$ cat src/sv/rtch_pkg.sv
`timescale 1ns / 1ps
package rtch_pkg;

	// item kinds carried in s_tuser
	typedef enum logic {
		OP_LOAD = 1'b0,
		OP_TRI  = 1'b1
	} op_t;

	localparam int unsigned COORD_W    = 32;
	localparam int unsigned SW         = COORD_W + 1;   // edge / ray vector width
	localparam int unsigned XW         = 68;            // cross product width
	localparam int unsigned PW         = 104;           // accumulator width
	localparam int unsigned DW         = 31;            // distance width
	localparam int unsigned IW         = 16;            // triangle index width
	localparam int unsigned FRAC       = 16;            // Q16.16 fraction bits
	localparam int unsigned QDEPTH     = 2;
	localparam int unsigned NSTEP      = 24;
	localparam int unsigned STEP_W     = $clog2(NSTEP);
	localparam int unsigned MAX_TRI_DEF = 65536;

	localparam logic [COORD_W-1:0] NO_HIT   = '1;
	localparam logic [DW-1:0]      DIST_MAX = '1;

	// one queue entry, vertices already turned into edges
	typedef struct packed {
		op_t                      kind;
		logic                     last;
		logic [2:0][COORD_W-1:0]  va;
		logic [2:0][SW-1:0]       e1;   // direction on a ray load
		logic [2:0][SW-1:0]       e2;
	} entry_t;

	typedef enum logic [1:0] {
		X_E2 = 2'd0,
		X_PV = 2'd1,
		X_E1 = 2'd2,
		X_QV = 2'd3
	} xsel_t;

	typedef enum logic [1:0] {
		Y_DV = 2'd0,
		Y_E1 = 2'd1,
		Y_TV = 2'd2,
		Y_E2 = 2'd3
	} ysel_t;

	typedef enum logic [3:0] {
		D_NONE = 4'd0,
		D_PV0  = 4'd1,
		D_PV1  = 4'd2,
		D_PV2  = 4'd3,
		D_QV0  = 4'd4,
		D_QV1  = 4'd5,
		D_QV2  = 4'd6,
		D_DET  = 4'd7,
		D_A    = 4'd8,
		D_B    = 4'd9,
		D_N    = 4'd10
	} dst_t;

	// one multiply-accumulate step of the intersection program
	typedef struct packed {
		xsel_t      xsel;
		logic [1:0] xi;
		ysel_t      ysel;
		logic [1:0] yi;
		logic       neg;
		logic       first;
		dst_t       dst;
	} step_t;

	function automatic step_t mk(xsel_t xs, logic [1:0] xi, ysel_t ys, logic [1:0] yi,
			logic ng, logic fs, dst_t ds);
		step_t s;
		s.xsel  = xs;
		s.xi    = xi;
		s.ysel  = ys;
		s.yi    = yi;
		s.neg   = ng;
		s.first = fs;
		s.dst   = ds;
		return s;
	endfunction

	// pv = d x e2, det = e1.pv, qv = tv x e1, a = tv.pv, b = d.qv, n = e2.qv
	function automatic step_t step_of(logic [STEP_W-1:0] idx);
		step_t s;
		case (idx)
			5'd0:  s = mk(X_E2, 2'd2, Y_DV, 2'd1, 1'b0, 1'b1, D_NONE);
			5'd1:  s = mk(X_E2, 2'd1, Y_DV, 2'd2, 1'b1, 1'b0, D_PV0);
			5'd2:  s = mk(X_E2, 2'd0, Y_DV, 2'd2, 1'b0, 1'b1, D_NONE);
			5'd3:  s = mk(X_E2, 2'd2, Y_DV, 2'd0, 1'b1, 1'b0, D_PV1);
			5'd4:  s = mk(X_E2, 2'd1, Y_DV, 2'd0, 1'b0, 1'b1, D_NONE);
			5'd5:  s = mk(X_E2, 2'd0, Y_DV, 2'd1, 1'b1, 1'b0, D_PV2);
			5'd6:  s = mk(X_PV, 2'd0, Y_E1, 2'd0, 1'b0, 1'b1, D_NONE);
			5'd7:  s = mk(X_PV, 2'd1, Y_E1, 2'd1, 1'b0, 1'b0, D_NONE);
			5'd8:  s = mk(X_PV, 2'd2, Y_E1, 2'd2, 1'b0, 1'b0, D_DET);
			5'd9:  s = mk(X_E1, 2'd2, Y_TV, 2'd1, 1'b0, 1'b1, D_NONE);
			5'd10: s = mk(X_E1, 2'd1, Y_TV, 2'd2, 1'b1, 1'b0, D_QV0);
			5'd11: s = mk(X_E1, 2'd0, Y_TV, 2'd2, 1'b0, 1'b1, D_NONE);
			5'd12: s = mk(X_E1, 2'd2, Y_TV, 2'd0, 1'b1, 1'b0, D_QV1);
			5'd13: s = mk(X_E1, 2'd1, Y_TV, 2'd0, 1'b0, 1'b1, D_NONE);
			5'd14: s = mk(X_E1, 2'd0, Y_TV, 2'd1, 1'b1, 1'b0, D_QV2);
			5'd15: s = mk(X_PV, 2'd0, Y_TV, 2'd0, 1'b0, 1'b1, D_NONE);
			5'd16: s = mk(X_PV, 2'd1, Y_TV, 2'd1, 1'b0, 1'b0, D_NONE);
			5'd17: s = mk(X_PV, 2'd2, Y_TV, 2'd2, 1'b0, 1'b0, D_A);
			5'd18: s = mk(X_QV, 2'd0, Y_DV, 2'd0, 1'b0, 1'b1, D_NONE);
			5'd19: s = mk(X_QV, 2'd1, Y_DV, 2'd1, 1'b0, 1'b0, D_NONE);
			5'd20: s = mk(X_QV, 2'd2, Y_DV, 2'd2, 1'b0, 1'b0, D_B);
			5'd21: s = mk(X_QV, 2'd0, Y_E2, 2'd0, 1'b0, 1'b1, D_NONE);
			5'd22: s = mk(X_QV, 2'd1, Y_E2, 2'd1, 1'b0, 1'b0, D_NONE);
			5'd23: s = mk(X_QV, 2'd2, Y_E2, 2'd2, 1'b0, 1'b0, D_N);
			default: s = mk(X_E2, 2'd0, Y_DV, 2'd0, 1'b0, 1'b1, D_NONE);
		endcase
		return s;
	endfunction

endpackage

$ cat src/sv/rtch_front.sv
`timescale 1ns / 1ps
module rtch_front (
	input  logic                       tvalid,
	output logic                       tready,
	input  logic [9*rtch_pkg::COORD_W-1:0] tdata,
	input  logic                       tuser,
	input  logic                       tlast,
	input  logic                       q_full,
	output logic                       push,
	output rtch_pkg::entry_t           entry
);

	logic [2:0][rtch_pkg::COORD_W-1:0] va, vb, vc;

	// unpack the three vertices
	always_comb begin
		for (int k = 0; k < 3; k++) begin
			va[k] = tdata[k*rtch_pkg::COORD_W +: rtch_pkg::COORD_W];
			vb[k] = tdata[(3+k)*rtch_pkg::COORD_W +: rtch_pkg::COORD_W];
			vc[k] = tdata[(6+k)*rtch_pkg::COORD_W +: rtch_pkg::COORD_W];
		end
	end

	// classify and form the edges; a load keeps the direction in e1
	always_comb begin
		entry.kind = rtch_pkg::op_t'(tuser);
		entry.last = tlast;
		entry.va   = va;
		for (int k = 0; k < 3; k++) begin
			if (entry.kind == rtch_pkg::OP_LOAD) begin
				entry.e1[k] = {vb[k][rtch_pkg::COORD_W-1], vb[k]};
				entry.e2[k] = '0;
			end else begin
				entry.e1[k] = {vb[k][rtch_pkg::COORD_W-1], vb[k]}
					- {va[k][rtch_pkg::COORD_W-1], va[k]};
				entry.e2[k] = {vc[k][rtch_pkg::COORD_W-1], vc[k]}
					- {va[k][rtch_pkg::COORD_W-1], va[k]};
			end
		end
	end

	assign tready = !q_full;
	assign push   = tvalid && !q_full;

endmodule

$ cat config.mk
export PLATFORM = sky130hd
export DESIGN_NAME = rtch_front
export DESIGN_NICKNAME = d
export VERILOG_FILES = /design/src/sv/rtch_pkg.sv /design/src/sv/rtch_front.sv
export SDC_FILE = /design/constraint.sdc
export NUM_CORES = 1
export LEC_CHECK = 0
export BUFFER_PORTS_ARGS = -buffer_cell sky130_fd_sc_hd__buf_2
export CAP_MARGIN = 20
export CORE_AREA = 5 5 224 226
export DETAILED_ROUTE_END_ITERATION = 12
export DIE_AREA = 0 0 229 231
export GPL_TIMING_DRIVEN = 0
export PLACE_DENSITY = 0.53
export SYNTH_ARGS = -nofsm -noshare
export SYNTH_HDL_FRONTEND = slang
export SYNTH_SLANG_ARGS = --single-unit
$ cat constraint.sdc
create_clock -name vclk -period 2.9
set_clock_uncertainty 0.15 [all_clocks]
set_input_delay 0.145 -clock vclk [all_inputs]
set_output_delay 0.145 -clock vclk [all_outputs]
set_load 0.01 [all_outputs]
==> results.toml <==
[status]
status = "complete, but fails checks"
violations = "setup timing"

[timing]
slew_headroom_pct = 32.07
finalSetupViolCount = 29
fin_crit_sh_pct = 107.6
tightest_slew_ps = 1019
worst_slack_ps = -221.1
tns_ps = -2007
hold_viol = 0
maxSlewViolCount = 0
fin_crit_ps = 3121
rsz0062_at_grt = "yes"
fmax_mhz = 320.4

[layout]
nets = 3040
design.seq.count = 0
fillers = 5043
register_area_um2 = 0
utilization_pct = 40.63
multi_input_area_um2 = 12930
syn2layout_area_growth_pct = 55.80
drive_gt1_share_pct = 45.84
nClkBuffers = 0

[floorplan]
start_util_pct = 26.08
ios = 590
core_um2 = 48140
num_rows = 81
die-area_um2 = 52900
die_y_um = 231
die_width_um = 229

[synthesis]
synth_area_per_cell_um2 = 6.764
netlist_instances = 1856
syn_area_um2 = 12550
ys_seq_area_share_pct = 0
ys_types = 77
yosys_warnings = 0
synth.net_count = 2346

[setup_path]
crit_path_cell_trace = "buf_12 -> ha_4 -> fa_2 -> nor2b_1 -> o21a_1 -> o21ai_2 -> a211oi_2 -> buf_4 -> o2111a_2 -> nor3_4 -> o41a_1 -> buf_4 -> nor2b_1 -> o211ai_1 -> buf_2"
critPathSlowestCell = "o41a_1"
worstSetupEndpointType = "primary output"
cp_top_family = "compound AO/OA/AOI/OAI gates"
required_ps = 2610
path_max_fanout = 3
cp_slowest_stage_delay_ps = 370
path_class = "in2out"
cp.arrival_ps = 2830
cp-start-kind = "input port"
crit_buf_inv = 4

[grt]
grt_max_degree = 11
grt_usage_pct = 21.84
grt_pass1_vias = 16402
grt_antenna_before_repair = 13
grt_pass1_wl_um = 94030
gr-total-overflow = 0

[cts]
ctsHoldBuffers = 0

[placement]
dpl_worst_slack_ps = -937.6
finalWeightedCongestion = 0.9486
dp_hpwl_um = 53740
io_buffer_count = 588

[routing]
ant_nets = 0
wire_per_inst_um = 20.23
drcViolationCount = 0
vias_per_cell = 5.192
drt_iter0_drc = 762
wl_um = 64140
firstDrtPassIters = 5
route.vias.total = 16463

[worst_hold_path]
hold_class = "in2out"

[power]
p_leak_nw = 9.630
ir_drop_mv = 0.1351
p_per_area_nw_per_um2 = 253.6

[job]
maxCapViolCount = 0
-- layout by cell type, fill, tap and decap left out, types with 16 or more instances in the layout --
| cell | instances |
|---|---|
| a21o_1 | 87 |
| a21oi_1 | 139 |
| a21oi_2 | 40 |
| and2_1 | 16 |
| and3_1 | 18 |
| buf_2 | 535 |
| buf_4 | 207 |
| buf_6 | 45 |
| clkbuf_1 | 32 |
| ha_1 | 120 |
| ha_2 | 18 |
| ha_4 | 54 |
| inv_1 | 130 |
| mux2_2 | 55 |
| nand2_1 | 146 |
| nand2b_1 | 28 |
| nand3_1 | 43 |
| nand4_1 | 24 |
| nor2_1 | 148 |
| nor2b_1 | 21 |
| nor3_1 | 29 |
| o211ai_1 | 20 |
| o21a_1 | 23 |
| o21ai_0 | 61 |
| o21ai_1 | 18 |
| o21ai_2 | 19 |
| o21bai_1 | 21 |
| xnor2_1 | 82 |
| xor2_1 | 45 |
-- cell usage after synthesis (all sizes together) (7+ instances only) --
cell type | count | area share, %
a211oi | 13 | 0.90
a21boi | 8 | 0.48
a21o | 87 | 5.2
a21oi | 185 | 7.4
a221oi | 10 | 0.70
a31oi | 24 | 1.3
a41oi | 7 | 0.55
and2 | 17 | 0.85
and3 | 18 | 0.90
buf | 107 | 6.2
clkbuf | 49 | 1.5
ha | 192 | 19
inv | 157 | 4.7
mux2 | 71 | 6.4
mux2i | 16 | 1.3
nand2 | 149 | 4.5
nand2b | 29 | 1.4
nand3 | 46 | 1.8
nand4 | 24 | 1.2
nor2 | 154 | 4.6
nor2b | 32 | 1.6
nor3 | 37 | 1.5
nor4 | 7 | 0.35
o211ai | 21 | 1.3
o21a | 26 | 1.6
o21ai | 103 | 4.2
o21bai | 21 | 1.3
o31ai | 18 | 1.1
or3 | 10 | 0.50
xnor2 | 85 | 5.9
xor2 | 47 | 3.3
-- where the power goes --
| group | internal (mW) | switching, mW | leakage, nW |
|---|---|---|---|
| Clock | 0.0000000462 | 0 | 0.00000634 |
| Sequential | 0 | 0 | 0 |
| Combinational | 2.28 | 2.68 | 9.63 |
| Total | 2.28 | 2.68 | 9.63 |
-- final timing paths --
check / from / to / slack [ps] / cells after the start
setup / recovery: tdata[64] / entry[197] / -220 / 15
hold / removal: tuser / entry[295] / 330 / 2
-- stage by stage --
step	total power [mW]	hold WS, ps	instances	cell area (um^2)
CTS	4.534	331.4	3123	18130
global route	5.352	339.1	3170	19560
global placement	4.005	328.3	3066	16280
detailed placement	4.033	331.2	3071	16350
floorplan	2.585	183.5	1856	12550
finish	4.960	330.4	3171	19560
-- layout make-up --
class / count / area share [%]
multi-input cells: 1542 / 66.12
repair buffers: 705 / 21.83
plain buffers: 143 / 4.740
well taps: 622 / 3.979
inverters: 158 / 3.320
diodes: 1 / 0.01279
-- cell families after synthesis --
kind of cell	share of synthesized area [%]
XOR/XNOR	9.209
adder cells (fa/ha/maj)	20.09
AND/OR/NAND/NOR	20.86
multiplexers	7.644
buffers and inverters	12.36
AO/OA/AOI/OAI	29.84
-- per-layer routing --
metal  wire (um)  track usage, %  up-vias
met4        1118           2.650       14
li1            -               -     7996
met5          96               0        -
met1       26900           26.64     7826
met3        3822           3.763       78
met2       32210           41.21      549
-- timing repair --
| item | in CTS | in global routing |
|---|---|---|
| pin swaps | 121 | 140 |
| gates resized for setup | 296 | 222 |
| setup endpoints to repair | 173 | 90 |
| setup buffers | 60 | 54 |
(Power assumes the default switching activity.)
