$ cat src/sv/rtch_pkg.sv
`timescale 1ns / 1ps
package rtch_pkg;

	// item kinds carried in s_tuser
	typedef enum logic {
		OP_LOAD = 1'b0,
		OP_TRI  = 1'b1
	} op_t;

	localparam int unsigned COORD_W    = 32;
	localparam int unsigned SW         = COORD_W + 1;   // edge / ray vector width
	localparam int unsigned XW         = 68;            // cross product width
	localparam int unsigned PW         = 104;           // accumulator width
	localparam int unsigned DW         = 31;            // distance width
	localparam int unsigned IW         = 16;            // triangle index width
	localparam int unsigned FRAC       = 16;            // Q16.16 fraction bits
	localparam int unsigned QDEPTH     = 2;
	localparam int unsigned NSTEP      = 24;
	localparam int unsigned STEP_W     = $clog2(NSTEP);
	localparam int unsigned MAX_TRI_DEF = 65536;

	localparam logic [COORD_W-1:0] NO_HIT   = '1;
	localparam logic [DW-1:0]      DIST_MAX = '1;

	// one queue entry, vertices already turned into edges
	typedef struct packed {
		op_t                      kind;
		logic                     last;
		logic [2:0][COORD_W-1:0]  va;
		logic [2:0][SW-1:0]       e1;   // direction on a ray load
		logic [2:0][SW-1:0]       e2;
	} entry_t;

	typedef enum logic [1:0] {
		X_E2 = 2'd0,
		X_PV = 2'd1,
		X_E1 = 2'd2,
		X_QV = 2'd3
	} xsel_t;

	typedef enum logic [1:0] {
		Y_DV = 2'd0,
		Y_E1 = 2'd1,
		Y_TV = 2'd2,
		Y_E2 = 2'd3
	} ysel_t;

	typedef enum logic [3:0] {
		D_NONE = 4'd0,
		D_PV0  = 4'd1,
		D_PV1  = 4'd2,
		D_PV2  = 4'd3,
		D_QV0  = 4'd4,
		D_QV1  = 4'd5,
		D_QV2  = 4'd6,
		D_DET  = 4'd7,
		D_A    = 4'd8,
		D_B    = 4'd9,
		D_N    = 4'd10
	} dst_t;

	// one multiply-accumulate step of the intersection program
	typedef struct packed {
		xsel_t      xsel;
		logic [1:0] xi;
		ysel_t      ysel;
		logic [1:0] yi;
		logic       neg;
		logic       first;
		dst_t       dst;
	} step_t;

	function automatic step_t mk(xsel_t xs, logic [1:0] xi, ysel_t ys, logic [1:0] yi,
			logic ng, logic fs, dst_t ds);
		step_t s;
		s.xsel  = xs;
		s.xi    = xi;
		s.ysel  = ys;
		s.yi    = yi;
		s.neg   = ng;
		s.first = fs;
		s.dst   = ds;
		return s;
	endfunction

	// pv = d x e2, det = e1.pv, qv = tv x e1, a = tv.pv, b = d.qv, n = e2.qv
	function automatic step_t step_of(logic [STEP_W-1:0] idx);
		step_t s;
		case (idx)
			5'd0:  s = mk(X_E2, 2'd2, Y_DV, 2'd1, 1'b0, 1'b1, D_NONE);
			5'd1:  s = mk(X_E2, 2'd1, Y_DV, 2'd2, 1'b1, 1'b0, D_PV0);
			5'd2:  s = mk(X_E2, 2'd0, Y_DV, 2'd2, 1'b0, 1'b1, D_NONE);
			5'd3:  s = mk(X_E2, 2'd2, Y_DV, 2'd0, 1'b1, 1'b0, D_PV1);
			5'd4:  s = mk(X_E2, 2'd1, Y_DV, 2'd0, 1'b0, 1'b1, D_NONE);
			5'd5:  s = mk(X_E2, 2'd0, Y_DV, 2'd1, 1'b1, 1'b0, D_PV2);
			5'd6:  s = mk(X_PV, 2'd0, Y_E1, 2'd0, 1'b0, 1'b1, D_NONE);
			5'd7:  s = mk(X_PV, 2'd1, Y_E1, 2'd1, 1'b0, 1'b0, D_NONE);
			5'd8:  s = mk(X_PV, 2'd2, Y_E1, 2'd2, 1'b0, 1'b0, D_DET);
			5'd9:  s = mk(X_E1, 2'd2, Y_TV, 2'd1, 1'b0, 1'b1, D_NONE);
			5'd10: s = mk(X_E1, 2'd1, Y_TV, 2'd2, 1'b1, 1'b0, D_QV0);
			5'd11: s = mk(X_E1, 2'd0, Y_TV, 2'd2, 1'b0, 1'b1, D_NONE);
			5'd12: s = mk(X_E1, 2'd2, Y_TV, 2'd0, 1'b1, 1'b0, D_QV1);
			5'd13: s = mk(X_E1, 2'd1, Y_TV, 2'd0, 1'b0, 1'b1, D_NONE);
			5'd14: s = mk(X_E1, 2'd0, Y_TV, 2'd1, 1'b1, 1'b0, D_QV2);
			5'd15: s = mk(X_PV, 2'd0, Y_TV, 2'd0, 1'b0, 1'b1, D_NONE);
			5'd16: s = mk(X_PV, 2'd1, Y_TV, 2'd1, 1'b0, 1'b0, D_NONE);
			5'd17: s = mk(X_PV, 2'd2, Y_TV, 2'd2, 1'b0, 1'b0, D_A);
			5'd18: s = mk(X_QV, 2'd0, Y_DV, 2'd0, 1'b0, 1'b1, D_NONE);
			5'd19: s = mk(X_QV, 2'd1, Y_DV, 2'd1, 1'b0, 1'b0, D_NONE);
			5'd20: s = mk(X_QV, 2'd2, Y_DV, 2'd2, 1'b0, 1'b0, D_B);
			5'd21: s = mk(X_QV, 2'd0, Y_E2, 2'd0, 1'b0, 1'b1, D_NONE);
			5'd22: s = mk(X_QV, 2'd1, Y_E2, 2'd1, 1'b0, 1'b0, D_NONE);
			5'd23: s = mk(X_QV, 2'd2, Y_E2, 2'd2, 1'b0, 1'b0, D_N);
			default: s = mk(X_E2, 2'd0, Y_DV, 2'd0, 1'b0, 1'b1, D_NONE);
		endcase
		return s;
	endfunction

endpackage

$ cat src/sv/rtch_queue.sv
`timescale 1ns / 1ps
module rtch_queue (
	input  logic             clk,
	input  logic             arst_n,
	input  logic             push,
	input  rtch_pkg::entry_t wr_entry,
	output logic             full,
	input  logic             pop,
	output logic             not_empty,
	output rtch_pkg::entry_t rd_entry
);

	localparam int unsigned AW = $clog2(rtch_pkg::QDEPTH);

	rtch_pkg::entry_t    slot_q [rtch_pkg::QDEPTH];
	logic [AW-1:0]       wr_ptr_q, rd_ptr_q;
	logic [AW:0]         count_q;

	assign full      = count_q == (AW+1)'(rtch_pkg::QDEPTH);
	assign not_empty = count_q != '0;
	assign rd_entry  = slot_q[rd_ptr_q];

	// advance pointers and fill count
	always_ff @(posedge clk or negedge arst_n) begin
		if (!arst_n) begin
			wr_ptr_q <= '0;
			rd_ptr_q <= '0;
			count_q  <= '0;
		end else begin
			if (push) wr_ptr_q <= (wr_ptr_q == AW'(rtch_pkg::QDEPTH-1)) ? '0 : wr_ptr_q + 1'b1;
			if (pop)  rd_ptr_q <= (rd_ptr_q == AW'(rtch_pkg::QDEPTH-1)) ? '0 : rd_ptr_q + 1'b1;
			count_q <= count_q + (AW+1)'(push) - (AW+1)'(pop);
		end
	end

	// hold entries
	always_ff @(posedge clk) begin
		if (push) slot_q[wr_ptr_q] <= wr_entry;
	end

	a_no_push_full: assert property (@(posedge clk) disable iff (!arst_n)
		full |-> !push) else $error("queue written while full");
	a_no_pop_empty: assert property (@(posedge clk) disable iff (!arst_n)
		!not_empty |-> !pop) else $error("queue read while empty");
	a_count_step: assert property (@(posedge clk) disable iff (!arst_n)
		(push && !pop) |=> not_empty) else $error("queue lost an entry");

endmodule

$ cat config.mk
export PLATFORM = sky130hd
export DESIGN_NAME = rtch_queue
export DESIGN_NICKNAME = d
export VERILOG_FILES = /design/src/sv/rtch_pkg.sv /design/src/sv/rtch_queue.sv
export SDC_FILE = /design/constraint.sdc
export NUM_CORES = 1
export LEC_CHECK = 0
export ABC_AREA = 1
export BUFFER_PORTS_ARGS = -buffer_cell sky130_fd_sc_hd__clkbuf_2
export CORE_AREA = 5 5 231 233
export CTS_CLUSTER_SIZE = 40
export DETAILED_ROUTE_END_ITERATION = 7
export DIE_AREA = 0 0 236 238
export GPL_TIMING_DRIVEN = 0
export HOLD_SLACK_MARGIN = 0.02
export PLACE_DENSITY = 0.71
export RECOVER_POWER = 100
export REMOVE_ABC_BUFFERS = 1
export SETUP_SLACK_MARGIN = 0.15
export SYNTH_ARGS = -nofsm -noshare
export SYNTH_HDL_FRONTEND = slang
export SYNTH_SLANG_ARGS = --single-unit
$ cat constraint.sdc
create_clock -name clk -period 12.69 [get_ports clk]
set_clock_uncertainty 0.05 [all_clocks]
set_input_delay 3.807 -clock clk [delete_from_list [all_inputs] [get_ports clk]]
set_output_delay 3.807 -clock clk [all_outputs]
set_load 0.02 [all_outputs]
==> run metrics <==
reg2reg start wr_ptr_q; postcts setup bufs 0; post-synth top area share 79.9%; CP endpoint kind flop; CTS root buf clkbuf_16; max-cap violation count 5; clock transition at the registers of the reported paths 0.06 ns; fin. max-slew vios 289; Avg Cell Area, Syn 14.2 µm²; Synth area leaders edfxtp_1, inv_1, nand2_1; ANT nets after route 0; Die Y 238 µm; switching part of the total approximately 37%; routed vias/inst 4.61; FP Rows 83; DRC 0; total grt overflow 0; failing checks capacitance limit, slew limit; Psw 2.45 mW; worst-path fanout max 32; Port Buf Inserts 597; worst hold path class reg2reg; Worst Setup Path Type in2reg; Final nets 2,484; RD Place Congestion just over 0.8; Hold Path Stages 1; Initial Util 43.6%; global-route usage over all layers roughly 17%; Final Util 53.4%; DR vias about 13,000; Max Clock Freq approximately 0.11 GHz; Placed Instance Area 26,000 µm²; core region area 51,000 µm²; Gate Count Post-Synth 1,571; result of the run complete, but fails checks; largest net degree at the start of global routing 125; P_leak 10.4 nW; Tmin final 9.36 ns; RSZ-0062 raised after global routing false; CP Launch Type input pin; r2r setup slk 6.39 ns; slew of the pin with the lowest slew margin 3.24 ns; Clock Power Share 26.2%; Clock Sinks 596; hold_buf cts 0; power density over the cells 242 nW/µm²; FF-to-FF End slot_q[0][12]; Pre-antenna DRT Iters 4; count of final setup violators 0; Power Total 6.59 mW; Synth area leader edfxtp_1; Max-Slew Margin vs Limit -116%; number of CTS-inserted buffers 59; total wire length 50.6 mm; final hold vios 0; wire length per cell ~17 µm; first-pass GRT wire length ~75 mm; CP Data Arrival Time 9.58 ns; vias in the first global route 13,300; H-tree lvl count 2; die width 236 µm; Int Pwr 4.15 mW; area added between synthesis and finish 22.3%; Gate power share roughly a third; Seq pwr share 41.4%; hold_sp wr_ptr_q; Synth Register Bits 596; clock buffer depth 3; Post-Syn Area 22,300 µm²; Iter 0 DRT Violations roughly 800; DPL Wire Length ~36 mm; cts repair resizes 0; CTS tree done; Hold EP wr_ptr_q; Die ar. 56,200 µm²; layout cells sized above 1 8.79%; Final Cycle Share 73.7%; sequential fraction of the synthesis area around 80%; R2R depth 6; Critical Path RT 12.92 ns; # IOs 598; Ys Warns 0; Final Cell Area about 27,000 µm²; Netlist cell types 14; clk_lat worst skew 0.59 ns; peak supply drop ~0.18 mV; initial antenna violation count 8
worst max-delay path: stages:
cell and delay (ns):
clkbuf_1 0.20, inv_1 0.07, nor2_1 1.83, clkbuf_1 1.30, clkbuf_1 0.88, clkbuf_1 0.88
buf_12 0.31, buf_12 0.24
cells in the mapped netlist:
library cell	number
buf_4	39
buf_6	22
nor2_1	2
nand2_1	303
xor2_1	2
clkbuf_1	2
ha_1	2
inv_1	303
o21ai_0	150
dfrtp_1	4
o21ai_1	146
buf_2	3
edfxtp_1	592
nand3_1	1
stage by stage:
stage	setup TNS, ns	std cells	hold slack [ns]	setup slack [ns]
floorplan	-1789.11	1505	0.411	-4.54
global placement	-5003.83	2782	0.425	-11.64
detailed placement	0	2801	0.504	6.33
CTS	0	2910	0.513	5.71
global route	0	2913	0.467	2.80
finish	0	2919	0.456	3.33
state kept, by name, summed over array words and instances, names as in the netlist:
| register | cells |
|---|---|
| rd_ptr_q | 1 |
| wr_ptr_q | 1 |
| slot_q | 592 |
| count_q | 2 |
kinds of logic after synthesis:
group	after synthesis	synth area share, %
flip-flops	596	80.3
buffers and inverters	369	7.64
AND/OR/NAND/NOR	306	5.17
AO/OA/AOI/OAI	296	6.66
XOR/XNOR	2	0.0787
adder cells (fa/ha/maj)	2	0.112
layout make-up:
class                           instances  area, µm²
Fill cell                            4428      23800
Sequential cell                       596      17900
Timing Repair Buffer                  616       2700
Multi-Input combinational cell        606       2670
Clock buffer                           79       1630
Inverter                              303       1140
Tap cell                              680        851
Clock inverter                         30        319
Antenna cell                            9       22.5
layer usage:
layer  global-route usage [%]  up-vias  routed length [µm]
met3                     5.95       90                4760
met2                     30.5      451               26300
met1                     19.2     6348               18000
met5                        0        -                  40
met4                     6.47        6                1500
li1                         -     6559                   -
power by group through the flow:
| stage | Sequential [mW] | Combinational, mW | Clock (mW) |
|---|---|---|---|
| 3_3_place_gp | 3.22 | 2.36 | 0 |
| 5_1_grt | 2.76 | 2.33 | 1.87 |
| 2_1_floorplan | 3.04 | 1.42 | 0 |
| 4_1_cts | 2.71 | 2.33 | 1.78 |
| 6_report | 2.73 | 2.14 | 1.73 |
| 3_5_place_dp | 2.75 | 2.32 | 0 |
placed cells by master, fill, tap and decap left out:
cell / instances
edfxtp_1: 592
clkbuf_1: 520
nand2_1: 303
inv_1: 302
o21ai_0: 154
o21ai_1: 142
clkbuf_2: 96
clkbuf_16: 61
diode_2: 9
clkinv_1: 9
buf_16: 7
bufinv_16: 6
clkinv_2: 6
buf_12: 6
clkinvlp_4: 5
clkbuf_8: 4
dfrtp_1: 4
nor2_1: 2
xor2_1: 2
ha_1: 2
clkinv_4: 2
nand3_1: 1
clkinvlp_2: 1
inv_6: 1
inv_8: 1
buf_1: 1
worst max-delay path by stage:
stage / end / from / depth (start not counted) / slack, ns
floorplan: slot_q[0][0] / push / 2 / -4.54
detailed placement: slot_q[0][137] / push / 8 / 6.33
global placement: slot_q[0][41] / push / 3 / -11.64
global route: slot_q[0][197] / push / 8 / 2.80
CTS: rd_entry[70] / rd_ptr_q / 6 / 5.71
finish: slot_q[0][12] / push / 8 / 3.33
(Power assumes the default switching activity.)
