## config.mk

```make
export PLATFORM = sky130hd
export DESIGN_NAME = rtch_back
export DESIGN_NICKNAME = d
export VERILOG_FILES = /design/src/sv/rtch_pkg.sv /design/src/sv/rtch_mul.sv /design/src/sv/rtch_back.sv
export SDC_FILE = /design/constraint.sdc
export NUM_CORES = 2
export LEC_CHECK = 0
export BUFFER_PORTS_ARGS = -buffer_cell sky130_fd_sc_hd__buf_2
export CORE_MARGIN = 5
export CORE_UTILIZATION = 40
export CTS_BUF_LIST = sky130_fd_sc_hd__clkbuf_8
export CTS_CLUSTER_DIAMETER = 30
export CTS_CLUSTER_SIZE = 24
export DETAILED_ROUTE_END_ITERATION = 10
export GPL_TIMING_DRIVEN = 0
export PLACE_DENSITY = 0.52
export SETUP_SLACK_MARGIN = 0.15
export SLEW_MARGIN = 30
export SYNTH_ARGS = -nofsm -noshare
export SYNTH_HDL_FRONTEND = slang
export SYNTH_SLANG_ARGS = --single-unit
export TNS_END_PERCENT = 20
```

## constraint.sdc

```tcl
create_clock -name clk -period 13.4 [get_ports clk]
set_input_delay 0.67 -clock clk [delete_from_list [all_inputs] [get_ports clk]]
set_output_delay 0.67 -clock clk [all_outputs]
set_load 0.02 [all_outputs]
```

## src/sv/rtch_pkg.sv

```systemverilog
`timescale 1ns / 1ps
package rtch_pkg;

	// item kinds carried in s_tuser
	typedef enum logic {
		OP_LOAD = 1'b0,
		OP_TRI  = 1'b1
	} op_t;

	localparam int unsigned COORD_W    = 32;
	localparam int unsigned SW         = COORD_W + 1;   // edge / ray vector width
	localparam int unsigned XW         = 68;            // cross product width
	localparam int unsigned PW         = 104;           // accumulator width
	localparam int unsigned DW         = 31;            // distance width
	localparam int unsigned IW         = 16;            // triangle index width
	localparam int unsigned FRAC       = 16;            // Q16.16 fraction bits
	localparam int unsigned QDEPTH     = 2;
	localparam int unsigned NSTEP      = 24;
	localparam int unsigned STEP_W     = $clog2(NSTEP);
	localparam int unsigned MAX_TRI_DEF = 65536;

	localparam logic [COORD_W-1:0] NO_HIT   = '1;
	localparam logic [DW-1:0]      DIST_MAX = '1;

	// one queue entry, vertices already turned into edges
	typedef struct packed {
		op_t                      kind;
		logic                     last;
		logic [2:0][COORD_W-1:0]  va;
		logic [2:0][SW-1:0]       e1;   // direction on a ray load
		logic [2:0][SW-1:0]       e2;
	} entry_t;

	typedef enum logic [1:0] {
		X_E2 = 2'd0,
		X_PV = 2'd1,
		X_E1 = 2'd2,
		X_QV = 2'd3
	} xsel_t;

	typedef enum logic [1:0] {
		Y_DV = 2'd0,
		Y_E1 = 2'd1,
		Y_TV = 2'd2,
		Y_E2 = 2'd3
	} ysel_t;

	typedef enum logic [3:0] {
		D_NONE = 4'd0,
		D_PV0  = 4'd1,
		D_PV1  = 4'd2,
		D_PV2  = 4'd3,
		D_QV0  = 4'd4,
		D_QV1  = 4'd5,
		D_QV2  = 4'd6,
		D_DET  = 4'd7,
		D_A    = 4'd8,
		D_B    = 4'd9,
		D_N    = 4'd10
	} dst_t;

	// one multiply-accumulate step of the intersection program
	typedef struct packed {
		xsel_t      xsel;
		logic [1:0] xi;
		ysel_t      ysel;
		logic [1:0] yi;
		logic       neg;
		logic       first;
		dst_t       dst;
	} step_t;

	function automatic step_t mk(xsel_t xs, logic [1:0] xi, ysel_t ys, logic [1:0] yi,
			logic ng, logic fs, dst_t ds);
		step_t s;
		s.xsel  = xs;
		s.xi    = xi;
		s.ysel  = ys;
		s.yi    = yi;
		s.neg   = ng;
		s.first = fs;
		s.dst   = ds;
		return s;
	endfunction

	// pv = d x e2, det = e1.pv, qv = tv x e1, a = tv.pv, b = d.qv, n = e2.qv
	function automatic step_t step_of(logic [STEP_W-1:0] idx);
		step_t s;
		case (idx)
			5'd0:  s = mk(X_E2, 2'd2, Y_DV, 2'd1, 1'b0, 1'b1, D_NONE);
			5'd1:  s = mk(X_E2, 2'd1, Y_DV, 2'd2, 1'b1, 1'b0, D_PV0);
			5'd2:  s = mk(X_E2, 2'd0, Y_DV, 2'd2, 1'b0, 1'b1, D_NONE);
			5'd3:  s = mk(X_E2, 2'd2, Y_DV, 2'd0, 1'b1, 1'b0, D_PV1);
			5'd4:  s = mk(X_E2, 2'd1, Y_DV, 2'd0, 1'b0, 1'b1, D_NONE);
			5'd5:  s = mk(X_E2, 2'd0, Y_DV, 2'd1, 1'b1, 1'b0, D_PV2);
			5'd6:  s = mk(X_PV, 2'd0, Y_E1, 2'd0, 1'b0, 1'b1, D_NONE);
			5'd7:  s = mk(X_PV, 2'd1, Y_E1, 2'd1, 1'b0, 1'b0, D_NONE);
			5'd8:  s = mk(X_PV, 2'd2, Y_E1, 2'd2, 1'b0, 1'b0, D_DET);
			5'd9:  s = mk(X_E1, 2'd2, Y_TV, 2'd1, 1'b0, 1'b1, D_NONE);
			5'd10: s = mk(X_E1, 2'd1, Y_TV, 2'd2, 1'b1, 1'b0, D_QV0);
			5'd11: s = mk(X_E1, 2'd0, Y_TV, 2'd2, 1'b0, 1'b1, D_NONE);
			5'd12: s = mk(X_E1, 2'd2, Y_TV, 2'd0, 1'b1, 1'b0, D_QV1);
			5'd13: s = mk(X_E1, 2'd1, Y_TV, 2'd0, 1'b0, 1'b1, D_NONE);
			5'd14: s = mk(X_E1, 2'd0, Y_TV, 2'd1, 1'b1, 1'b0, D_QV2);
			5'd15: s = mk(X_PV, 2'd0, Y_TV, 2'd0, 1'b0, 1'b1, D_NONE);
			5'd16: s = mk(X_PV, 2'd1, Y_TV, 2'd1, 1'b0, 1'b0, D_NONE);
			5'd17: s = mk(X_PV, 2'd2, Y_TV, 2'd2, 1'b0, 1'b0, D_A);
			5'd18: s = mk(X_QV, 2'd0, Y_DV, 2'd0, 1'b0, 1'b1, D_NONE);
			5'd19: s = mk(X_QV, 2'd1, Y_DV, 2'd1, 1'b0, 1'b0, D_NONE);
			5'd20: s = mk(X_QV, 2'd2, Y_DV, 2'd2, 1'b0, 1'b0, D_B);
			5'd21: s = mk(X_QV, 2'd0, Y_E2, 2'd0, 1'b0, 1'b1, D_NONE);
			5'd22: s = mk(X_QV, 2'd1, Y_E2, 2'd1, 1'b0, 1'b0, D_NONE);
			5'd23: s = mk(X_QV, 2'd2, Y_E2, 2'd2, 1'b0, 1'b0, D_N);
			default: s = mk(X_E2, 2'd0, Y_DV, 2'd0, 1'b0, 1'b1, D_NONE);
		endcase
		return s;
	endfunction

endpackage

```

## src/sv/rtch_mul.sv

```systemverilog
`timescale 1ns / 1ps
module rtch_mul (
	input  logic                              clk,
	input  logic                              arst_n,
	input  logic                              start,
	input  logic signed [rtch_pkg::XW-1:0]    x,
	input  logic signed [rtch_pkg::SW-1:0]    y,
	input  logic                              neg,
	output logic                              busy,
	output logic                              done,
	output logic signed [rtch_pkg::PW-1:0]    p
);

	localparam int unsigned CW = $clog2(rtch_pkg::SW + 1);

	logic                          busy_q, done_q, neg_q;
	logic [CW-1:0]                 cnt_q;
	logic [rtch_pkg::PW-1:0]       mcand_q, acc_q;
	logic [rtch_pkg::SW-1:0]       ymag_q;

	assign busy = busy_q;
	assign done = done_q;
	assign p    = neg_q ? -$signed(acc_q) : $signed(acc_q);

	// shift-add control, one multiplier bit a cycle
	always_ff @(posedge clk or negedge arst_n) begin
		if (!arst_n) begin
			busy_q <= 1'b0;
			done_q <= 1'b0;
			cnt_q  <= '0;
		end else begin
			done_q <= 1'b0;
			if (start) begin
				busy_q <= 1'b1;
				cnt_q  <= '0;
			end else if (busy_q) begin
				cnt_q <= cnt_q + 1'b1;
				if (cnt_q == CW'(rtch_pkg::SW-1)) begin
					busy_q <= 1'b0;
					done_q <= 1'b1;
				end
			end
		end
	end

	// operand and partial sum datapath
	always_ff @(posedge clk) begin
		if (start) begin
			mcand_q <= {{(rtch_pkg::PW-rtch_pkg::XW){x[rtch_pkg::XW-1]}}, x};
			ymag_q  <= y[rtch_pkg::SW-1] ? -y : y;
			neg_q   <= y[rtch_pkg::SW-1] ^ neg;
			acc_q   <= '0;
		end else if (busy_q) begin
			if (ymag_q[0]) acc_q <= acc_q + mcand_q;
			mcand_q <= mcand_q << 1;
			ymag_q  <= ymag_q >> 1;
		end
	end

endmodule

```

## src/sv/rtch_back.sv

```systemverilog
`timescale 1ns / 1ps
module rtch_back #(
	parameter int unsigned MAX_TRIANGLES = rtch_pkg::MAX_TRI_DEF
) (
	input  logic                         clk,
	input  logic                         arst_n,
	input  logic                         q_valid,
	input  rtch_pkg::entry_t             q_entry,
	output logic                         pop,
	output logic                         m_valid,
	input  logic                         m_ready,
	output logic                         m_hit,
	output logic [rtch_pkg::DW-1:0]      m_distance,
	output logic [rtch_pkg::IW-1:0]      m_index
);

	localparam int unsigned PW = rtch_pkg::PW;
	localparam int unsigned XW = rtch_pkg::XW;
	localparam int unsigned SW = rtch_pkg::SW;
	localparam int unsigned DW = rtch_pkg::DW;
	localparam int unsigned IW = rtch_pkg::IW;
	localparam int unsigned DCW = $clog2(DW);

	typedef enum logic [3:0] {
		S_IDLE, S_MSTART, S_MWAIT, S_SIGN, S_TEST, S_DIV, S_UPD, S_EMIT
	} state_t;

	state_t                            state_q;
	logic [rtch_pkg::STEP_W-1:0]       step_q;
	logic                              last_q;
	logic [2:0][rtch_pkg::COORD_W-1:0] org_q, dir_q;
	logic signed [SW-1:0]              dv_q [3];
	logic signed [SW-1:0]              tv_q [3];
	logic signed [SW-1:0]              e1_q [3];
	logic signed [SW-1:0]              e2_q [3];
	logic signed [XW-1:0]              pv_q [3];
	logic signed [XW-1:0]              qv_q [3];
	logic signed [PW-1:0]              acc_q, det_q, a_q, b_q, n_q;
	logic [PW-1:0]                     rem_q;
	logic [DW-1:0]                     nsh_q, quo_q, dist_q;
	logic [DCW-1:0]                    dcnt_q;
	logic [rtch_pkg::COORD_W-1:0]      best_q;
	logic [IW-1:0]                     bidx_q, count_q;
	logic                              m_valid_q, m_hit_q;
	logic [DW-1:0]                     m_dist_q;
	logic [IW-1:0]                     m_idx_q;

	rtch_pkg::step_t                   st;
	logic signed [XW-1:0]              xop;
	logic signed [SW-1:0]              yop;
	logic                              mul_start, mul_busy, mul_done;
	logic signed [PW-1:0]              prod, acc_next, slack;
	logic [PW-1:0]                     trial;
	logic                              trial_ge, out_free;

	assign st        = rtch_pkg::step_of(step_q);
	assign mul_start = state_q == S_MSTART;
	assign pop       = state_q == S_IDLE && q_valid;
	assign out_free  = !m_valid_q || m_ready;

	// select multiplier operands for the current step
	always_comb begin
		case (st.xsel)
			rtch_pkg::X_E2: xop = {{(XW-SW){e2_q[st.xi][SW-1]}}, e2_q[st.xi]};
			rtch_pkg::X_PV: xop = pv_q[st.xi];
			rtch_pkg::X_E1: xop = {{(XW-SW){e1_q[st.xi][SW-1]}}, e1_q[st.xi]};
			rtch_pkg::X_QV: xop = qv_q[st.xi];
			default:        xop = '0;
		endcase
		case (st.ysel)
			rtch_pkg::Y_DV: yop = dv_q[st.yi];
			rtch_pkg::Y_E1: yop = e1_q[st.yi];
			rtch_pkg::Y_TV: yop = tv_q[st.yi];
			rtch_pkg::Y_E2: yop = e2_q[st.yi];
			default:        yop = '0;
		endcase
	end

	rtch_mul u_mul (
		.clk    (clk),
		.arst_n (arst_n),
		.start  (mul_start),
		.x      (xop),
		.y      (yop),
		.neg    (st.neg),
		.busy   (mul_busy),
		.done   (mul_done),
		.p      (prod)
	);

	assign acc_next = st.first ? prod : acc_q + prod;
	assign slack    = det_q - a_q - b_q;
	assign trial    = {rem_q[PW-2:0], nsh_q[DW-1]};
	assign trial_ge = trial >= $unsigned(det_q);

	// sequencer state, ray, batch state and the output register
	always_ff @(posedge clk or negedge arst_n) begin
		if (!arst_n) begin
			state_q   <= S_IDLE;
			step_q    <= '0;
			dcnt_q    <= '0;
			org_q     <= '0;
			dir_q     <= '0;
			best_q    <= rtch_pkg::NO_HIT;
			bidx_q    <= '0;
			count_q   <= '0;
			m_valid_q <= 1'b0;
			m_hit_q   <= 1'b0;
			m_dist_q  <= '0;
			m_idx_q   <= '0;
		end else begin
			if (m_valid_q && m_ready && state_q != S_EMIT) m_valid_q <= 1'b0;
			case (state_q)
				S_IDLE: begin
					if (q_valid) begin
						if (q_entry.kind == rtch_pkg::OP_LOAD) begin
							org_q   <= q_entry.va;
							for (int k = 0; k < 3; k++) dir_q[k] <= q_entry.e1[k][SW-2:0];
							best_q  <= rtch_pkg::NO_HIT;
							bidx_q  <= '0;
							count_q <= '0;
						end else begin
							step_q  <= '0;
							state_q <= S_MSTART;
						end
					end
				end
				S_MSTART: state_q <= S_MWAIT;
				S_MWAIT: begin
					if (mul_done) begin
						if (step_q == rtch_pkg::STEP_W'(rtch_pkg::NSTEP-1)) begin
							state_q <= S_SIGN;
						end else begin
							step_q  <= step_q + 1'b1;
							state_q <= S_MSTART;
						end
					end
				end
				S_SIGN: state_q <= (det_q == '0) ? S_UPD : S_TEST;
				S_TEST: begin
					dcnt_q <= '0;
					if (a_q < 0 || b_q < 0 || slack < 0 || n_q <= 0) begin
						state_q <= S_UPD;
					end else if ((n_q >>> (DW - rtch_pkg::FRAC)) >= det_q) begin
						state_q <= S_UPD;
					end else begin
						state_q <= S_DIV;
					end
				end
				S_DIV: begin
					dcnt_q <= dcnt_q + 1'b1;
					if (dcnt_q == DCW'(DW-1)) state_q <= S_UPD;
				end
				S_UPD: begin
					if (dist_q != '0 && {1'b0, dist_q} < best_q) begin
						best_q <= {1'b0, dist_q};
						bidx_q <= count_q;
					end
					count_q <= ({1'b0, count_q} == (IW+1)'(MAX_TRIANGLES-1)) ? '0
						: count_q + 1'b1;
					state_q <= last_q ? S_EMIT : S_IDLE;
				end
				S_EMIT: begin
					if (out_free) begin
						m_valid_q <= 1'b1;
						m_hit_q   <= best_q != rtch_pkg::NO_HIT;
						m_dist_q  <= best_q[DW-1:0];
						m_idx_q   <= bidx_q;
						best_q    <= rtch_pkg::NO_HIT;
						bidx_q    <= '0;
						count_q   <= '0;
						state_q   <= S_IDLE;
					end
				end
				default: state_q <= S_IDLE;
			endcase
		end
	end

	// vector registers, sums and the divider datapath
	always_ff @(posedge clk) begin
		case (state_q)
			S_IDLE: begin
				if (q_valid) begin
					last_q <= q_entry.last;
					if (q_entry.kind != rtch_pkg::OP_LOAD) begin
						for (int k = 0; k < 3; k++) begin
							dv_q[k] <= {dir_q[k][SW-2], dir_q[k]};
							tv_q[k] <= $signed({org_q[k][SW-2], org_q[k]})
								- $signed({q_entry.va[k][SW-2], q_entry.va[k]});
							e1_q[k] <= q_entry.e1[k];
							e2_q[k] <= q_entry.e2[k];
						end
					end
				end
			end
			S_MWAIT: begin
				if (mul_done) begin
					acc_q <= acc_next;
					case (st.dst)
						rtch_pkg::D_PV0: pv_q[0] <= XW'(acc_next);
						rtch_pkg::D_PV1: pv_q[1] <= XW'(acc_next);
						rtch_pkg::D_PV2: pv_q[2] <= XW'(acc_next);
						rtch_pkg::D_QV0: qv_q[0] <= XW'(acc_next);
						rtch_pkg::D_QV1: qv_q[1] <= XW'(acc_next);
						rtch_pkg::D_QV2: qv_q[2] <= XW'(acc_next);
						rtch_pkg::D_DET: det_q   <= acc_next;
						rtch_pkg::D_A:   a_q     <= acc_next;
						rtch_pkg::D_B:   b_q     <= acc_next;
						rtch_pkg::D_N:   n_q     <= acc_next;
						default: ;
					endcase
				end
			end
			S_SIGN: begin
				dist_q <= '0;
				if (det_q < 0) begin
					det_q <= -det_q;
					a_q   <= -a_q;
					b_q   <= -b_q;
					n_q   <= -n_q;
				end
			end
			S_TEST: begin
				rem_q <= $unsigned(n_q >>> (DW - rtch_pkg::FRAC));
				nsh_q <= {n_q[DW-rtch_pkg::FRAC-1:0], {rtch_pkg::FRAC{1'b0}}};
				quo_q <= '0;
				if (a_q < 0 || b_q < 0 || slack < 0 || n_q <= 0) begin
					dist_q <= '0;
				end else if ((n_q >>> (DW - rtch_pkg::FRAC)) >= det_q) begin
					dist_q <= rtch_pkg::DIST_MAX;
				end
			end
			S_DIV: begin
				rem_q  <= trial_ge ? trial - $unsigned(det_q) : trial;
				nsh_q  <= nsh_q << 1;
				quo_q  <= {quo_q[DW-2:0], trial_ge};
				dist_q <= {quo_q[DW-2:0], trial_ge};
			end
			default: ;
		endcase
	end

	assign m_valid    = m_valid_q;
	assign m_hit      = m_hit_q;
	assign m_distance = m_dist_q;
	assign m_index    = m_idx_q;

	a_nohit_index: assert property (@(posedge clk) disable iff (!arst_n)
		(best_q == rtch_pkg::NO_HIT) |-> (bidx_q == '0))
		else $error("index kept without a hit");
	a_mul_idle: assert property (@(posedge clk) disable iff (!arst_n)
		mul_start |-> !mul_busy) else $error("multiplier restarted while busy");
	a_div_det: assert property (@(posedge clk) disable iff (!arst_n)
		(state_q == S_DIV) |-> (det_q > 0)) else $error("divide by non-positive det");
	a_emit_hold: assert property (@(posedge clk) disable iff (!arst_n)
		(state_q == S_EMIT && !out_free) |=> (state_q == S_EMIT))
		else $error("result dropped while output full");

endmodule

```

==> results.yml <==
outcome:
  status: "complete, no violations"
worst_setup_path:
  reg2reg_slack_ps: 4750
  slowest_delay_ps: 730
  r2r_cells: 23
  cp.required_ps: 14270
  endpoint: "a_q[90]$_DFFE_PP_"
  r2r-end: "a_q[90]$_DFFE_PP_"
  reg2reg_from: "u_mul.acc_q[2]$_SDFFE_PP0P_"
  end_kind: "flop"
  worst-path-max-fanout: 8
  crit_chain: "or3_1 -> or3b_1 -> buf_2 -> or4_4 -> inv_2 -> nand2_1 -> o41ai_1 -> xnor2_1 -> ha_1 -> clkbuf_1 -> nand4_1 -> nor2_1 -> nand2_1 -> a311oi_1 -> o21ai_0 -> nor4_1 -> o311ai_2 -> a21oi_1 -> o21ai_0 -> o21ai_0 -> o21ai_0 -> a22oi_1 -> o21ai_0"
  cp_slowest_cell: "a22oi_1"
  worstSetupPathType: "reg -> reg"
  path_common_cell: "o21ai_0"
  crit_arrival_ps: 9520
  startpoint_type: "flop"
  startpoint: "u_mul.acc_q[2]$_SDFFE_PP0P_"
placed_design:
  place.gp.congestion: 0.999
  dp_hpwl_um: 445000
  place_area_um2: 137000
  place_ws_ps: 4880
  io_buffers: 349
clock_network:
  clk_pin_slew_worst_paths_ps: 60
  clk_path_buf_depth: 4
  clockRootBuffer: "clkbuf_8"
  clock_sinks: 2069
  cts_buffers: 558
  holdBufCountCts: 298
  clk_latency_ps: 1220
  cts_setup_buffers: 0
  cts_tree: "done"
  h-tree-depth: 6
  ctsResizeCount: 0
floorplanning:
  die_h_um: 572
  die-area_um2: 327000
  die_w_um: 572
  coreArea_um2: 315000
  num_rows: 206
  start_util: 0.401
  pin_count: 350
synthesis:
  ys_seq_elements: 2069
  syn-num-nets: 13600
  netlist_area_um2: 126000
  synth-edff-count: 1639
  synth.distinct_cells: 113
  synth_warnings: 0
  seq_area_frac_synth: 0.471
  synth-async-reset-ratio: 0.158
  postSynthCellCount: 12500
  synth_flop_cell: "edfxtp_1"
  synth_top_area_share: 0.390
  synth_top_area_cell: "edfxtp_1"
  ys_top_cells_by_area: "edfxtp_1 (39%), ha_1 (6.6%), dfrtp_1 (5.8%)"
  postSynthAreaPerCell_um2: 10.1
global_routing:
  grt_use_total: 0.328
  first_global_vias: 108000
  antenna_found_initial: 40
  grt_max_degree: 66
  overflow: 0
  grt_first_pass_wirelength_um: 776000
sta:
  max_freq_mhz: 116
  hold_viol: 0
  slew_violations: 0
  period_needed_ps: 8650
  whs_ps: 181
  fin_ws_ps: 4750
  fin_worst_skew_ps: 61.6
  period_share: 0.645
  worst_pin_slew_ps: 1140
  finalSetupViolCount: 0
  maxSlewHeadroom: 0.234
  rsz0062_at_grt: "no"
final_layout:
  fin_nets: 14900
  drive_gt1_frac: 0.145
  final_cell_mix: "edfxtp_1 (1,639), nand2_1 (1,398), a21oi_1 (826)"
  area_delta_synth_final_pct: 20.1
  postLayoutCellArea_um2: 152000
  final_common_cell: "edfxtp_1"
pwr:
  p_sw_frac: 0.233
  p_comb_frac: 0.016
  peakVddDrop_mv: 0.106
  p_leak_nw: 64.7
  pwr-share-clk: 0.547
  powerDensity_nw_per_um2: 104
  power_frac_seq: 0.437
  p_int_mw: 12.1
  netSwitchingPower_mw: 3.66
detailed_routing:
  wire_per_inst_um: 29.8
  vias_per_cell: 5.77
  drt_iter0_drc: 8947
  final_antenna_net_count: 0
  detail_route.wirelength_um: 552000
  drcViolationCount: 0
  drt_first_pass_iters: 6
  num_vias: 107000
worst_hold_path:
  hp-class: "in -> async"
run:
  cap_violations: 0
## cell families (layout without fill, tap and decap cells)
family / count (synthesis) / count (layout) / synth area share
compound gates: 3362 / 3362 / 0.171
xor+xnor: 893 / 893 / 0.0619
fa+ha+maj: 769 / 769 / 0.0825
buf+inv: 1248 / 3065 / 0.0381
flops: 2069 / 2069 / 0.471
mux: 382 / 382 / 0.0341
other cells: 0 / 31 / 0
simple gates: 3793 / 3793 / 0.142
## cell type report
class | instances | area (µm²)
timing repair buffer | 797 | 7450
inverter | 646 | 2420
multi-input combinational | 9199 | 62900
sequential | 2069 | 59500
fill | 29400 | 163000
clock buffer | 597 | 8220
clock inverter | 423 | 3520
buffer | 602 | 2500
tap | 4160 | 5200
antenna | 31 | 77.6
## power groups by stage
| stage | clock, mW | combinational, mW | sequential, mW |
|---|---|---|---|
| finish | 8.61 | 0.248 | 6.88 |
| global route | 9.09 | 0.266 | 6.87 |
| CTS | 8.74 | 0.246 | 6.88 |
| detailed placement | 0 | 0.171 | 7.00 |
| global placement | 0 | 0.162 | 7.00 |
| floorplan | 0 | 0.0497 | 7.00 |
## worst min path at each step
stage / cells past startpoint / slack (ps) / from / to
4_1_cts: 4 / 70 / q_entry[295] / step_q[3]$_DFFE_PN0P_
6_report: 2 / 180 / arst_n / best_q[2]$_DFFE_PN1P_
3_3_place_gp: 0 / 430 / dir_q[18]$_DFFE_PN0P_ / dv_q[0][18]$_DFFE_PP_
3_5_place_dp: 0 / 430 / dir_q[18]$_DFFE_PN0P_ / dv_q[0][18]$_DFFE_PP_
2_1_floorplan: 0 / 370 / arst_n / bidx_q[0]$_DFFE_PN0P_
5_1_grt: 2 / 120 / q_entry[81] / e2_q[2][15]$_DFFE_PP_
## routing by layer
layer	up-vias	share of wire	global-route usage
li1	48800	-	-
met1	52800	0.39	0.387
met2	4164	0.47	0.555
met3	1185	0.056	0.0479
met4	12	0.082	0.224
met5	-	0.00014	0
## cells in the mapped netlist, types with 37 or more instances
library cell and n:
and2_1 138, or3_1 99, o21bai_1 111, buf_1 53, inv_1 645, a221oi_1 68
nor2b_1 83, clkbuf_1 489, fa_1 107, xor2_1 228, a21o_1 630, nand2_1 1399
xnor2_1 665, o211ai_1 78, a211oi_1 147, nor2_1 857, o31ai_1 67, dfxtp_1 104
o21ai_0 734, a311oi_1 43, o22ai_1 56, or2_2 37, nand2b_1 89, nand3_1 236
edfxtp_1 1639, nor4_1 114, and3_1 76, a21oi_1 855, a31oi_1 164, mux2_2 253
buf_2 47, ha_1 662, o21a_1 76, nor3_1 276, mux2i_1 116, dfrtp_1 294
nand4_1 198
## metrics by stage
step / power [mW] / setup TNS, ps / utilization / instances
global placement: 7.16 / -2189650 / 0.423 / 17000
CTS: 15.9 / 0 / 0.482 / 18500
global route: 16.2 / 0 / 0.482 / 18500
detailed placement: 7.17 / 0 / 0.435 / 17200
floorplan: 7.05 / 0 / - / 12500
finish: 15.7 / 0 / 0.482 / 18500
## registers in the layout (all words and copies together), names as in the netlist, 104 cells and up
register,flops
a_q,104
acc_q,104
b_q,104
det_q,104
n_q,104
pv_q,204
qv_q,204
u_mul.acc_q,104
u_mul.mcand_q,104
## worst max-delay path: cells and delay by family (launching register included)
kind / cells / cell delay [ps]
AOI/OAI and AO/OA: 10 / 3970
and+or+nand+nor: 8 / 2890
buffers and inverters: 3 / 600
DFF: 1 / 400
adders and majority gates: 1 / 290
xor gates and xnor gates: 1 / 170
Note: power is estimated with default switching activity, not from simulation.
